**src/hdl/sbc_pkg.sv**
```systemverilog
`default_nettype none

package sbc_pkg;

    // Storage and register widths
    localparam int DEFAULT_BUFFER_DEPTH = 512;
    localparam int CFG_LEN_W            = 9;
    localparam int CFG_MS_W             = 16;
    localparam int CFG_ADDR_W           = 4;
    localparam int CFG_DATA_W           = 32;
    localparam int OUT_LEN_W            = 10;

    // Register reset values
    localparam logic [CFG_LEN_W-1:0] MIN_CHUNK_RESET    = 9'd30;
    localparam logic [CFG_LEN_W-1:0] MAX_CHUNK_RESET    = 9'd200;
    localparam logic [CFG_MS_W-1:0]  MIN_INTERVAL_RESET = 16'd300;

    // Register map, indexed by word address
    typedef enum logic [1:0] {
        REG_MIN_CHUNK    = 2'd0,
        REG_MAX_CHUNK    = 2'd1,
        REG_MIN_INTERVAL = 2'd2
    } reg_index_t;

    // Input word kinds
    typedef enum logic [1:0] {
        KIND_TEXT  = 2'd0,
        KIND_FLUSH = 2'd1,
        KIND_TICK  = 2'd2
    } kind_t;

    // Reasons a chunk is cut
    typedef enum logic [1:0] {
        CAUSE_NONE     = 2'd0,
        CAUSE_BOUNDARY = 2'd1,
        CAUSE_FORCED   = 2'd2,
        CAUSE_FLUSH    = 2'd3
    } cause_t;

    typedef struct packed {
        logic [1:0] kind;
        logic [7:0] data_byte;
        logic       end_of_feed;
    } in_item_t;

    typedef struct packed {
        logic                 chunk_valid;
        logic [OUT_LEN_W-1:0] chunk_length;
        logic [1:0]           chunk_cause;
        logic                 byte_dropped;
        logic [OUT_LEN_W-1:0] pending_bytes;
    } out_item_t;

endpackage

`default_nettype wire

```
**src/hdl/sbc_ram.sv**
```systemverilog
`default_nettype none

module sbc_ram #(
    parameter int DATA_W = 8,
    parameter int DEPTH  = 512
) (
    input  wire logic                     aclk,
    input  wire logic                     we,
    input  wire logic [$clog2(DEPTH)-1:0] waddr,
    input  wire logic [DATA_W-1:0]        wdata,
    input  wire logic [$clog2(DEPTH)-1:0] raddr,
    output logic      [DATA_W-1:0]        rdata
);

    logic [DATA_W-1:0] mem_reg [DEPTH];
    logic [DATA_W-1:0] rdata_reg;

    // Write one word, read one word with a registered output
    always_ff @(posedge aclk) begin
        if (we) begin
            mem_reg[waddr] <= wdata;
        end
        rdata_reg <= mem_reg[raddr];
    end

    assign rdata = rdata_reg;

endmodule

`default_nettype wire

```
**src/hdl/sentence_boundary_chunker_core.sv**
```systemverilog
`default_nettype none

// Sentence boundary chunker. Text bytes, flush requests and millisecond ticks arrive as
// words on the s_ channel; every input word yields exactly one result word on the m_
// channel. Text is held in a ring buffer of BUFFER_DEPTH bytes in a single-port-read RAM.
// A tick or flush goes from the idle state straight to the done state, as does a text byte
// that starts no search. A byte marked end_of_feed (and not throttled) starts a scan of
// the buffer from its front, reading each byte in S_RD and checking it in S_CHK, stopping
// at the first boundary at or beyond min_chunk_bytes. With no boundary found and more than
// max_chunk_bytes buffered, a forced split walks back from max_chunk_bytes to a UTF-8 lead
// byte. The block takes no new word while it works on one, but accepts the next
// word while a finished result still waits for m_ready. Configuration is written over the
// APB port at byte addresses 0 (min_chunk_bytes), 4 (max_chunk_bytes) and 8
// (min_interval_ms); it must only be written while the block is idle.

module sentence_boundary_chunker_core #(
    parameter int BUFFER_DEPTH = sbc_pkg::DEFAULT_BUFFER_DEPTH
) (
    input  wire logic                            aclk,
    input  wire logic                            aresetn,
    // Input channel
    input  wire logic                            s_valid,
    output logic                                 s_ready,
    input  wire sbc_pkg::in_item_t               s_data,
    // Result channel
    output logic                                 m_valid,
    input  wire logic                            m_ready,
    output sbc_pkg::out_item_t                   m_data,
    // Configuration port
    input  wire logic                            psel,
    input  wire logic                            penable,
    input  wire logic                            pwrite,
    input  wire logic [sbc_pkg::CFG_ADDR_W-1:0]  paddr,
    input  wire logic [sbc_pkg::CFG_DATA_W-1:0]  pwdata,
    output logic      [sbc_pkg::CFG_DATA_W-1:0]  prdata,
    output logic                                 pready
);

    import sbc_pkg::*;

    localparam int AW = $clog2(BUFFER_DEPTH);
    localparam int CW = $clog2(BUFFER_DEPTH + 1);
    localparam int LW = (CW > CFG_LEN_W) ? CW : CFG_LEN_W;
    localparam logic [LW:0]   DEPTH_SUM = (LW + 1)'(BUFFER_DEPTH);
    localparam logic [CW-1:0] DEPTH_CNT = CW'(BUFFER_DEPTH);

    localparam logic [7:0] UTF8_TOP_MASK = 8'hC0;
    localparam logic [7:0] UTF8_CONT     = 8'h80;
    localparam logic [7:0] WIDE_LEAD_A   = 8'hE3;
    localparam logic [7:0] WIDE_MID_A    = 8'h80;
    localparam logic [7:0] WIDE_END_A    = 8'h82;
    localparam logic [7:0] WIDE_LEAD_B   = 8'hEF;
    localparam logic [7:0] WIDE_MID_B    = 8'hBC;
    localparam logic [7:0] WIDE_EXCL     = 8'h81;
    localparam logic [7:0] WIDE_QUEST    = 8'h9F;
    localparam logic [7:0] WIDE_SEMI     = 8'h9B;
    localparam logic [7:0] WIDE_COLON    = 8'h9A;
    localparam logic [7:0] ASCII_LIMIT   = 8'h80;
    localparam logic [7:0] CH_DOT        = 8'h2E;
    localparam logic [7:0] CH_EXCL       = 8'h21;
    localparam logic [7:0] CH_QUEST      = 8'h3F;
    localparam logic [7:0] CH_SEMI       = 8'h3B;
    localparam logic [7:0] CH_COLON      = 8'h3A;
    localparam logic [7:0] CH_LF         = 8'h0A;
    localparam logic [7:0] CH_CR         = 8'h0D;

    typedef enum logic [2:0] {
        S_IDLE,
        S_RD,
        S_CHK,
        S_DECIDE,
        S_BACK_RD,
        S_BACK_CHK,
        S_DONE
    } state_t;

    // Ring offset to RAM address; base + offset stays below twice the depth
    function automatic logic [AW-1:0] wrap_addr(input logic [AW-1:0] base,
                                                input logic [LW-1:0] off);
        logic [LW:0] sum;
        begin
            sum = (LW + 1)'(base) + (LW + 1)'(off);
            if (sum >= DEPTH_SUM) begin
                sum = sum - DEPTH_SUM;
            end
            return sum[AW-1:0];
        end
    endfunction

    function automatic logic ascii_term(input logic [7:0] c);
        return (c == CH_DOT) || (c == CH_EXCL) || (c == CH_QUEST) || (c == CH_SEMI) ||
               (c == CH_COLON) || (c == CH_LF) || (c == CH_CR);
    endfunction

    function automatic logic wide_term(input logic [7:0] b0, input logic [7:0] b1,
                                       input logic [7:0] b2);
        logic hit_a;
        logic hit_b;
        begin
            hit_a = (b0 == WIDE_LEAD_A) && (b1 == WIDE_MID_A) && (b2 == WIDE_END_A);
            hit_b = (b0 == WIDE_LEAD_B) && (b1 == WIDE_MID_B) &&
                    ((b2 == WIDE_EXCL) || (b2 == WIDE_QUEST) ||
                     (b2 == WIDE_SEMI) || (b2 == WIDE_COLON));
            return hit_a || hit_b;
        end
    endfunction

    state_t                state_reg, state_next;
    logic [AW-1:0]         head_reg, head_next;
    logic [CW-1:0]         fill_reg, fill_next;
    logic                  emitted_reg, emitted_next;
    logic [CFG_MS_W-1:0]   ms_reg, ms_next;
    logic [CFG_LEN_W-1:0]  min_chunk_reg, min_chunk_next;
    logic [CFG_LEN_W-1:0]  max_chunk_reg, max_chunk_next;
    logic [CFG_MS_W-1:0]   interval_reg, interval_next;
    logic [LW-1:0]         idx_reg, idx_next;
    logic [LW-1:0]         best_reg, best_next;
    logic [LW-1:0]         cut_reg, cut_next;
    logic [7:0]            win1_reg, win1_next;
    logic [7:0]            win2_reg, win2_next;
    logic                  res_valid_reg, res_valid_next;
    logic [LW-1:0]         res_len_reg, res_len_next;
    cause_t                res_cause_reg, res_cause_next;
    logic                  res_drop_reg, res_drop_next;
    logic                  m_valid_reg, m_valid_next;
    out_item_t             m_data_reg, m_data_next;

    logic                  ram_we;
    logic [AW-1:0]         ram_waddr;
    logic [AW-1:0]         ram_raddr;
    logic [7:0]            ram_rdata;

    logic                  cfg_wr;
    logic                  throttled;
    logic                  room;
    logic [CW-1:0]         fill_inc;
    logic                  hit;
    logic [LW-1:0]         idx_inc;
    logic                  emit_go;
    logic [LW-1:0]         emit_len;
    cause_t                emit_cause;

    sbc_ram #(
        .DATA_W (8),
        .DEPTH  (BUFFER_DEPTH)
    ) u_text_ram (
        .aclk  (aclk),
        .we    (ram_we),
        .waddr (ram_waddr),
        .wdata (s_data.data_byte),
        .raddr (ram_raddr),
        .rdata (ram_rdata)
    );

    // APB side: always ready, reads return the register
    assign pready = 1'b1;
    assign cfg_wr = psel && penable && pwrite && pready;

    always_comb begin
        case (paddr[3:2])
            REG_MIN_CHUNK:    prdata = CFG_DATA_W'(min_chunk_reg);
            REG_MAX_CHUNK:    prdata = CFG_DATA_W'(max_chunk_reg);
            REG_MIN_INTERVAL: prdata = CFG_DATA_W'(interval_reg);
            default:          prdata = '0;
        endcase
    end

    assign s_ready = (state_reg == S_IDLE);
    assign m_valid = m_valid_reg;
    assign m_data  = m_data_reg;

    assign throttled = emitted_reg && (ms_reg < interval_reg);
    assign room      = (fill_reg < DEPTH_CNT);
    assign fill_inc  = room ? fill_reg + CW'(1) : fill_reg;
    assign idx_inc   = idx_reg + LW'(1);
    assign ram_waddr = wrap_addr(head_reg, LW'(fill_reg));
    assign ram_raddr = (state_reg == S_RD) ? wrap_addr(head_reg, idx_reg)
                                           : wrap_addr(head_reg, cut_reg);

    // Boundary test on the byte just read, with the two before it for wide marks
    assign hit = ((ram_rdata < ASCII_LIMIT) && ascii_term(ram_rdata)) ||
                 ((idx_reg >= LW'(2)) && wide_term(win2_reg, win1_reg, ram_rdata));

    // Sequencer
    always_comb begin
        state_next     = state_reg;
        head_next      = head_reg;
        fill_next      = fill_reg;
        emitted_next   = emitted_reg;
        ms_next        = ms_reg;
        min_chunk_next = min_chunk_reg;
        max_chunk_next = max_chunk_reg;
        interval_next  = interval_reg;
        idx_next       = idx_reg;
        best_next      = best_reg;
        cut_next       = cut_reg;
        win1_next      = win1_reg;
        win2_next      = win2_reg;
        res_valid_next = res_valid_reg;
        res_len_next   = res_len_reg;
        res_cause_next = res_cause_reg;
        res_drop_next  = res_drop_reg;
        m_valid_next   = m_valid_reg;
        m_data_next    = m_data_reg;
        ram_we         = 1'b0;
        emit_go        = 1'b0;
        emit_len       = cut_reg;
        emit_cause     = CAUSE_FORCED;

        // Drop the result word once taken
        if (m_valid_reg && m_ready) begin
            m_valid_next = 1'b0;
        end

        case (state_reg)
            S_IDLE: begin
                if (s_valid) begin
                    res_valid_next = 1'b0;
                    res_len_next   = '0;
                    res_cause_next = CAUSE_NONE;
                    res_drop_next  = 1'b0;
                    state_next     = S_DONE;
                    case (s_data.kind)
                        KIND_TEXT: begin
                            ram_we        = room;
                            fill_next     = fill_inc;
                            res_drop_next = !room;
                            if (s_data.end_of_feed && (fill_inc != '0) && !throttled) begin
                                idx_next   = '0;
                                best_next  = '0;
                                state_next = S_RD;
                            end
                        end
                        KIND_FLUSH: begin
                            if (fill_reg != '0) begin
                                res_valid_next = 1'b1;
                                res_len_next   = LW'(fill_reg);
                                res_cause_next = CAUSE_FLUSH;
                                head_next      = wrap_addr(head_reg, LW'(fill_reg));
                                fill_next      = '0;
                            end
                            emitted_next = 1'b0;
                        end
                        KIND_TICK: begin
                            if (ms_reg != '1) begin
                                ms_next = ms_reg + CFG_MS_W'(1);
                            end
                        end
                        default: begin
                        end
                    endcase
                end
            end

            // Issue the read of the next byte, or end the scan
            S_RD: begin
                if (idx_reg == LW'(fill_reg)) begin
                    state_next = S_DECIDE;
                end else begin
                    state_next = S_CHK;
                end
            end

            // Check the byte, advance the window
            S_CHK: begin
                win2_next  = win1_reg;
                win1_next  = ram_rdata;
                idx_next   = idx_inc;
                state_next = S_RD;
                if (hit) begin
                    best_next = idx_inc;
                    if (idx_inc >= LW'(min_chunk_reg)) begin
                        state_next = S_DECIDE;
                    end
                end
            end

            S_DECIDE: begin
                if (best_reg != '0) begin
                    emit_go    = 1'b1;
                    emit_len   = best_reg;
                    emit_cause = CAUSE_BOUNDARY;
                end else if ((LW'(fill_reg) > LW'(max_chunk_reg)) && (max_chunk_reg != '0)) begin
                    cut_next   = LW'(max_chunk_reg);
                    state_next = S_BACK_RD;
                end else begin
                    state_next = S_DONE;
                end
            end

            // Back off from the split point to a lead byte
            S_BACK_RD: begin
                if (cut_reg == '0) begin
                    emit_go  = 1'b1;
                    emit_len = LW'(max_chunk_reg);
                end else begin
                    state_next = S_BACK_CHK;
                end
            end

            S_BACK_CHK: begin
                if ((ram_rdata & UTF8_TOP_MASK) == UTF8_CONT) begin
                    cut_next   = cut_reg - LW'(1);
                    state_next = S_BACK_RD;
                end else begin
                    emit_go = 1'b1;
                end
            end

            // Hand the result to the output register when it is free
            S_DONE: begin
                if (!m_valid_reg || m_ready) begin
                    m_valid_next              = 1'b1;
                    m_data_next.chunk_valid   = res_valid_reg;
                    m_data_next.chunk_length  = OUT_LEN_W'(res_len_reg);
                    m_data_next.chunk_cause   = res_cause_reg;
                    m_data_next.byte_dropped  = res_drop_reg;
                    m_data_next.pending_bytes = OUT_LEN_W'(fill_reg);
                    state_next                = S_IDLE;
                end
            end

            default: begin
                state_next = S_IDLE;
            end
        endcase

        // Remove the chunk from the front of the ring
        if (emit_go) begin
            res_valid_next = 1'b1;
            res_len_next   = emit_len;
            res_cause_next = emit_cause;
            head_next      = wrap_addr(head_reg, emit_len);
            fill_next      = fill_reg - emit_len[CW-1:0];
            emitted_next   = 1'b1;
            ms_next        = '0;
            state_next     = S_DONE;
        end

        // Register writes
        if (cfg_wr) begin
            case (paddr[3:2])
                REG_MIN_CHUNK:    min_chunk_next = pwdata[CFG_LEN_W-1:0];
                REG_MAX_CHUNK:    max_chunk_next = pwdata[CFG_LEN_W-1:0];
                REG_MIN_INTERVAL: interval_next  = pwdata[CFG_MS_W-1:0];
                default: begin
                end
            endcase
        end
    end

    always_ff @(posedge aclk) begin
        if (!aresetn) begin
            state_reg     <= S_IDLE;
            head_reg      <= '0;
            fill_reg      <= '0;
            emitted_reg   <= 1'b0;
            ms_reg        <= '0;
            min_chunk_reg <= MIN_CHUNK_RESET;
            max_chunk_reg <= MAX_CHUNK_RESET;
            interval_reg  <= MIN_INTERVAL_RESET;
            m_valid_reg   <= 1'b0;
        end else begin
            state_reg     <= state_next;
            head_reg      <= head_next;
            fill_reg      <= fill_next;
            emitted_reg   <= emitted_next;
            ms_reg        <= ms_next;
            min_chunk_reg <= min_chunk_next;
            max_chunk_reg <= max_chunk_next;
            interval_reg  <= interval_next;
            m_valid_reg   <= m_valid_next;
        end
        idx_reg       <= idx_next;
        best_reg      <= best_next;
        cut_reg       <= cut_next;
        win1_reg      <= win1_next;
        win2_reg      <= win2_next;
        res_valid_reg <= res_valid_next;
        res_len_reg   <= res_len_next;
        res_cause_reg <= res_cause_next;
        res_drop_reg  <= res_drop_next;
        m_data_reg    <= m_data_next;
    end

endmodule

`default_nettype wire
```
**config.mk**
```make
export PLATFORM = sky130hd
export DESIGN_NAME = sentence_boundary_chunker_core
export DESIGN_NICKNAME = d
export VERILOG_FILES = /design/src/hdl/sbc_pkg.sv /design/src/hdl/sbc_ram.sv /design/src/hdl/sentence_boundary_chunker_core.sv
export SDC_FILE = /design/constraint.sdc
export NUM_CORES = 2
export LEC_CHECK = 0
export BUFFER_PORTS_ARGS = -buffer_cell sky130_fd_sc_hd__buf_2
export CAP_MARGIN = 25
export CORE_MARGIN = 1.5
export CORE_UTILIZATION = 50
export DETAILED_ROUTE_END_ITERATION = 10
export PLACE_DENSITY_LB_ADDON = 0.12
export SETUP_SLACK_MARGIN = 0.15
export SLEW_MARGIN = 5
export SYNTH_ARGS = -nofsm -noshare
export SYNTH_HDL_FRONTEND = slang
export SYNTH_SLANG_ARGS = --single-unit
```
**constraint.sdc**
```tcl
create_clock -name aclk -period 5.5 [get_ports aclk]
set_clock_uncertainty 0.15 [all_clocks]
set_input_delay 0.55 -clock aclk [delete_from_list [all_inputs] [get_ports aclk]]
set_output_delay 0.55 -clock aclk [all_outputs]
set_load 0.005 [all_outputs]
```
**Word level (Yosys, flattened, before mapping)**

Memory sizes are Yosys's and may differ from the RTL's. A register that Yosys moved wholly into a read port is not among the register bits.
Index checks and enable logic that the tools add are counted.

- Register bits: 158
- Bits in latches: 0
- Memory bits (writable): 4096
- Memory bits (read-only): 0
- Input bits: 54
- Output and inout bits: 59
- Logic and storage cells: 225
- Memories: 1

Memory list:

| memory | depth | width | rd ports | clocked after memory_dff | write ports | RTL line | text |
|---|---|---|---|---|---|---|---|
| u_text_ram.mem_reg | 512 | 8 | 1 | 1 | 1 | sbc_ram.sv:15 | `logic [DATA_W-1:0] mem_reg [DEPTH];` |

- $add $sub $neg: 13
- $mul: 0
- Div/mod/pow operators: 0
- $lt $le $gt $ge: 10
- Equal/unequal tests: 44
- Shift operators: 0
- Mux-type cells: 73
- Bitwise logic cells: 1
- Reduce and logical (&&, ||, !) cells: 59

Operators by type and width:

| operator | count |
|---|---|
| 10-bit 2-to-1 mux | 19 |
| 10-bit one-hot mux with 2 select lines | 5 |
| 9-bit 2-to-1 mux | 10 |
| 8-bit == test, second input constant | 9 |
| 16-bit one-hot mux with 3 select lines | 1 |
| 9-bit by 10-bit adder with 11-bit output | 4 |
| 11-bit by 10-bit >= comparator with 1-bit output, second input constant | 4 |
| 8-bit by 6-bit == test with 1-bit output, second input constant | 5 |
| 9-bit by 1-bit subtractor with 9-bit output, second input constant | 4 |
| 10-bit nonzero test | 3 |
| 3-bit 2-to-1 mux | 8 |
| 3-bit one-hot mux with 7 select lines | 1 |
| 10-bit by 1-bit adder with 10-bit output, second input constant | 2 |
| 2-bit 2-to-1 mux | 10 |
| 4-bit AND reduction | 5 |
| 1-bit 2-to-1 mux | 18 |
| 16-bit by 1-bit adder with 16-bit output, second input constant | 1 |
| 8-bit by 4-bit == test with 1-bit output, second input constant | 2 |
| 16-bit < comparator | 1 |
| 16-bit != test, second input constant | 1 |
| 3-bit != test, second input constant | 5 |
| 5-bit AND reduction | 3 |
| 2-bit != test, second input constant | 7 |
| 1-bit logical AND | 13 |
| 28 further kinds | 59 |

**Depth between registers and ports, before layout**

- Depth after elaboration: 12
- Depth in mapped cells: 21

**Cells and area by module**

Synthesis repeated with hierarchy kept, for this count alone.

- Cells, all modules: 9105
- Area total of the unflattened synthesis: 169727.8 um2

By module, submodules not included:

| module | instances | cells each | area an instance (um2) |
|---|---|---|---|
| sbc_ram | 1 | 8030 | 159927.1 |
| sentence_boundary_chunker_core | 1 | 1075 | 9800.6 |

**Worst setup path before layout**

No wires, ideal clock.

- Path kind: register to register
- Start: reg state_reg[0]
- End: reg u_text_ram.rdata_reg[4], in the netlist u_text_ram.rdata[4] (read register of u_text_ram.mem_reg)
- Library setup time: 134 ps
- Arrival time: 4129 ps
- Data required time: 5216 ps
- Slack: 1087 ps
- Cell stages (with the launch flop): 20
- Path buffers: 6
- Period minus slack after synthesis: 4413 ps
- Path through: dfxtp_1 buf_2 inv_1 nor3_1 clkbuf_1 nand2_1 o21ai_0 ha_1 inv_1 fa_1 buf_2 buf_4 buf_2 clkbuf_1 mux4_2 mux4_2 o21ai_0 o21ai_0 a22oi_1 nand4_1

- Longest elaborated chain between the ends: 2

RTL lines:

| element | RTL line | text |
|---|---|---|
| from (decl) | sentence_boundary_chunker_core.sv:108 | `state_t state_reg, state_next;` |
| from (signal assigned) | sentence_boundary_chunker_core.sv:364 | `state_reg <= state_next;` |
| 3-bit by 1-bit == test with 1-bit output | sentence_boundary_chunker_core.sv:177 | `assign ram_raddr = (state_reg == S_RD) ? wrap_addr(head_reg, idx_reg)` |
| 9-bit 2-to-1 mux | sentence_boundary_chunker_core.sv:177 |  |
| to (decl) | sbc_ram.sv:16 | `logic [DATA_W-1:0] rdata_reg;` |

Every way passes these cells.
A chain may end at the register's enable or synchronous reset.

**Final worst setup path**

Same ends and word-level chain as after synthesis.

==> impl_metrics.toml <==
[outcome]
status = "finished with violations"
failed_checks = "hold timing"

[floorplan]
dieArea_mm2 = 0.340
dieWidth_um = 583
ios = 113
core-area_mm2 = 0.334
start_util = 0.504
row_count = 212
die_y_um = 583

[clock_tree]
root_buffer = "clkbuf_16"
clk_pin_slew_ns = 0.06
clockBufferDepth = 4
cts_buffers = 434
clock_latency_ns = 0.96
cts.htree.levels = 5
cts_tree = "yes"
clock_sinks = 4262

[pwr]
p_seq_frac = 0.401
p_switching_mw = 27.3
p_leak_nw = 60.5
power_frac_comb = 0.280
p_clk_frac = 0.319
swShare = 0.303
internal-power_mw = 62.9
power_density_mw_per_mm2 = 472
power_mw = 90.2
vdd_ir_drop_max_mv = 0.330

[min_path]
min_path_type = "in2reg"

[worst_setup_path]
r2r_setup_slack_ns = 0.16
cp_max_fo = 55
endpoint_kind = "flop"
worstPathArrival_ns = 6.03
path_class = "reg2reg"
worst_setup_path_start_kind = "flop"
cp.required_ns = 6.19

[route]
vias = 84000
drc_errors = 0
ant_nets = 0
route.detailed.vias_per_inst = 6.18
wl_per_cell_um = 32.0
routed_wl_mm = 435
drtPass1Iterations = 6
drt-initial-drc-count = 9685

[cells_and_area]
regArea_mm2 = 0.127
largest_register_ffs = 4096
fin_nets = 8865
fillers = 24600
utilization = 0.571
multi_input_area_mm2 = 0.0388
drive_gt1_frac = 0.258
syn_to_final_growth_pct = 13.5

[global_routing]
grt_pass1_vias = 84600
grt_pass1_wl_mm = 623
grt_max_degree = 194
grt_usage = 0.256
antenna_found_initial = 12
gr-total-overflow = 0

[timing]
fmaxAchievable_mhz = 187
slew_viol_final = 0
rsz0062_at_grt = "true"
hold-worst-slack_ns = -0.00343
finalHoldViolCount = 1
setup_viol = 0
maxSlewHeadroom = 0.135
finalCriticalPeriod_ns = 5.34
setup_slack_ns = 0.161
setup_tns_ns = 0
min_period_over_period = 0.971
worstMarginPinSlew_ns = 1.30

[synth]
syn_area_mm2 = 0.168
syn_area_per_cell_um2 = 20.5
netlist_instances = 8218
synthArstFlopShare = 0
yosysWarnings = 0
ys_seq_area_frac = 0.755
ys_seq_elements = 4262
synth_flop_cell = "edfxtp_1"
synth_edf_count = 4179
netlist-cell-type-count = 82

[placed_design]
dpl_worst_slack_ns = -0.271
place.gp.congestion = 0.840
io_buffers = 77
dp_hpwl_mm = 259

[flow_run]
maxCapViolations = 0
==> worst paths after layout <==
kind,cells after the start,from,end
setup / recovery,18,state_reg[0]$_SDFFE_PP0P_,u_text_ram.rdata[4]$_DFF_P_
hold / removal,1,s_data[6],u_text_ram.mem_reg[424][5]$_DFFE_PP_
setup reg to reg,18,state_reg[0]$_SDFFE_PP0P_,u_text_ram.rdata[4]$_DFF_P_
hold reg to reg,0,res_len_reg[5]$_DFFE_PP_,m_data[18]$_DFFE_PP_
==> cell type report <==
cell class / instances / share of cell area
sequential: 4262 / 0.665
tap: 4494 / 0.0294
clock buffer: 517 / 0.0592
multi-input combinational: 3403 / 0.203
antenna: 6 / 0.0000785
clock inverter: 277 / 0.0130
timing repair buffer: 568 / 0.0289
inverter: 65 / 0.00128
==> synthesized netlist by cell type, types with 6 or more instances <==
library cell  instances  area [µm²]
o21ai_0              83         415
o22ai_1              11        68.8
nor2_1              610        2290
buf_6                21         236
nor3_1               30         150
dfxtp_1              83        1660
buf_2               112         561
nand2b_1             11        68.8
edfxtp_1           4179      125000
mux4_1                6         158
o31ai_1               6        45.0
buf_4               116         871
inv_1                65         244
clkbuf_1            215         807
xor2_1               25         219
ha_1                 73         913
a221oi_1             33         289
a21oi_1              95         475
o2111ai_1            13         114
nor4_1               15        93.8
a21o_1               21         158
mux2i_1             128        1280
nand4_1              30         188
a22oi_1              15         113
a31oi_1              62         388
nand2_1             539        2020
a32oi_1              45         394
mux4_2             1146       25800
and2_1               20         125
nand3_1             146         731
o211ai_1             27         203
xnor2_1              50         438
mux2_2                6        67.6
buf_1                37         139
or3_1                 8        50.1
and3_1               15        93.8
o21ai_1               7        35.0
a311oi_1             12         105
nor2b_1              14        87.6
==> layer usage <==
metal	global-route usage	wire length (µm)	vias to the layer above
met2	0.408	209000	3396
met5	0	0	-
met1	0.373	181000	45100
li1	-	-	34900
met3	0.0383	32300	604
met4	0.0696	12000	0
==> cell families after synthesis <==
kind of cell	after synthesis	share of synthesized area
compound gates	478	0.0192
xor+xnor	77	0.00409
fa+ha+maj	77	0.00590
buf+inv	568	0.0172
flops	4262	0.755
mux	1286	0.162
other cells	2	0.0000446
simple gates	1468	0.0366
==> metrics by stage <==
stage	hold slack, ns	cells	instance area, µm²
floorplan	0.250	8233	168000
global placement	0.257	12700	177000
detailed placement	0.255	12700	177000
CTS	0.0128	13600	191000
global route	0.00557	13600	191000
finish	-0.00343	13600	191000
==> cells in the final DEF (no fill, tap or decap), drive strengths merged, types with 21 or more instances in the layout <==
| master | instances |
|---|---|
| a21o | 21 |
| a21oi | 97 |
| a221oi | 33 |
| a31oi | 63 |
| a32oi | 45 |
| buf | 531 |
| bufinv | 39 |
| clkbuf | 517 |
| clkinv | 202 |
| dfxtp | 83 |
| dlygate4sd3 | 36 |
| edfxtp | 4179 |
| ha | 73 |
| inv | 81 |
| mux2i | 128 |
| mux4 | 1152 |
| nand2 | 539 |
| nand3 | 146 |
| nand4 | 30 |
| nor2 | 613 |
| nor3 | 33 |
| o211ai | 27 |
| o21ai | 90 |
| xnor2 | 51 |
| xor2 | 26 |
==> power by group through the flow <==
stage          clock network [mW]  logic, mW  registers, mW
2_1_floorplan                   0       15.2           36.8
3_3_place_gp                    0       25.0           36.8
3_5_place_dp                    0       25.1           36.9
4_1_cts                      29.3       25.3           36.2
5_1_grt                      30.4       26.4           36.2
6_report                     28.8       25.2           36.2
==> repair_timing <==
action	CTS	global route
endpoints found under the setup margin	7	8
hold endpoints to repair	210	1
buffers inserted	0	5
cloned	1	0
gates resized for setup	11	9
hold buffers	34	2
pin swaps	0	2
==> critical path, cell delays in order, from the launching register on <==
cell and delay [ns]:
dfxtp_1 0.34, inv_1 0.09, nor3_4 0.25, nand2_1 0.09, o21ai_1 0.23, ha_4 0.20, inv_1 0.05, fa_4 0.54
nand2b_4 0.19, a21oi_4 0.25, xnor2_4 0.17, nor2_4 0.57, buf_12 0.37, a32oi_1 0.31, o21ai_1 0.38, nor2_1 0.10
o311ai_1 0.47, buf_4 0.23, nand4_1 0.08
(Power assumes the default switching activity.)
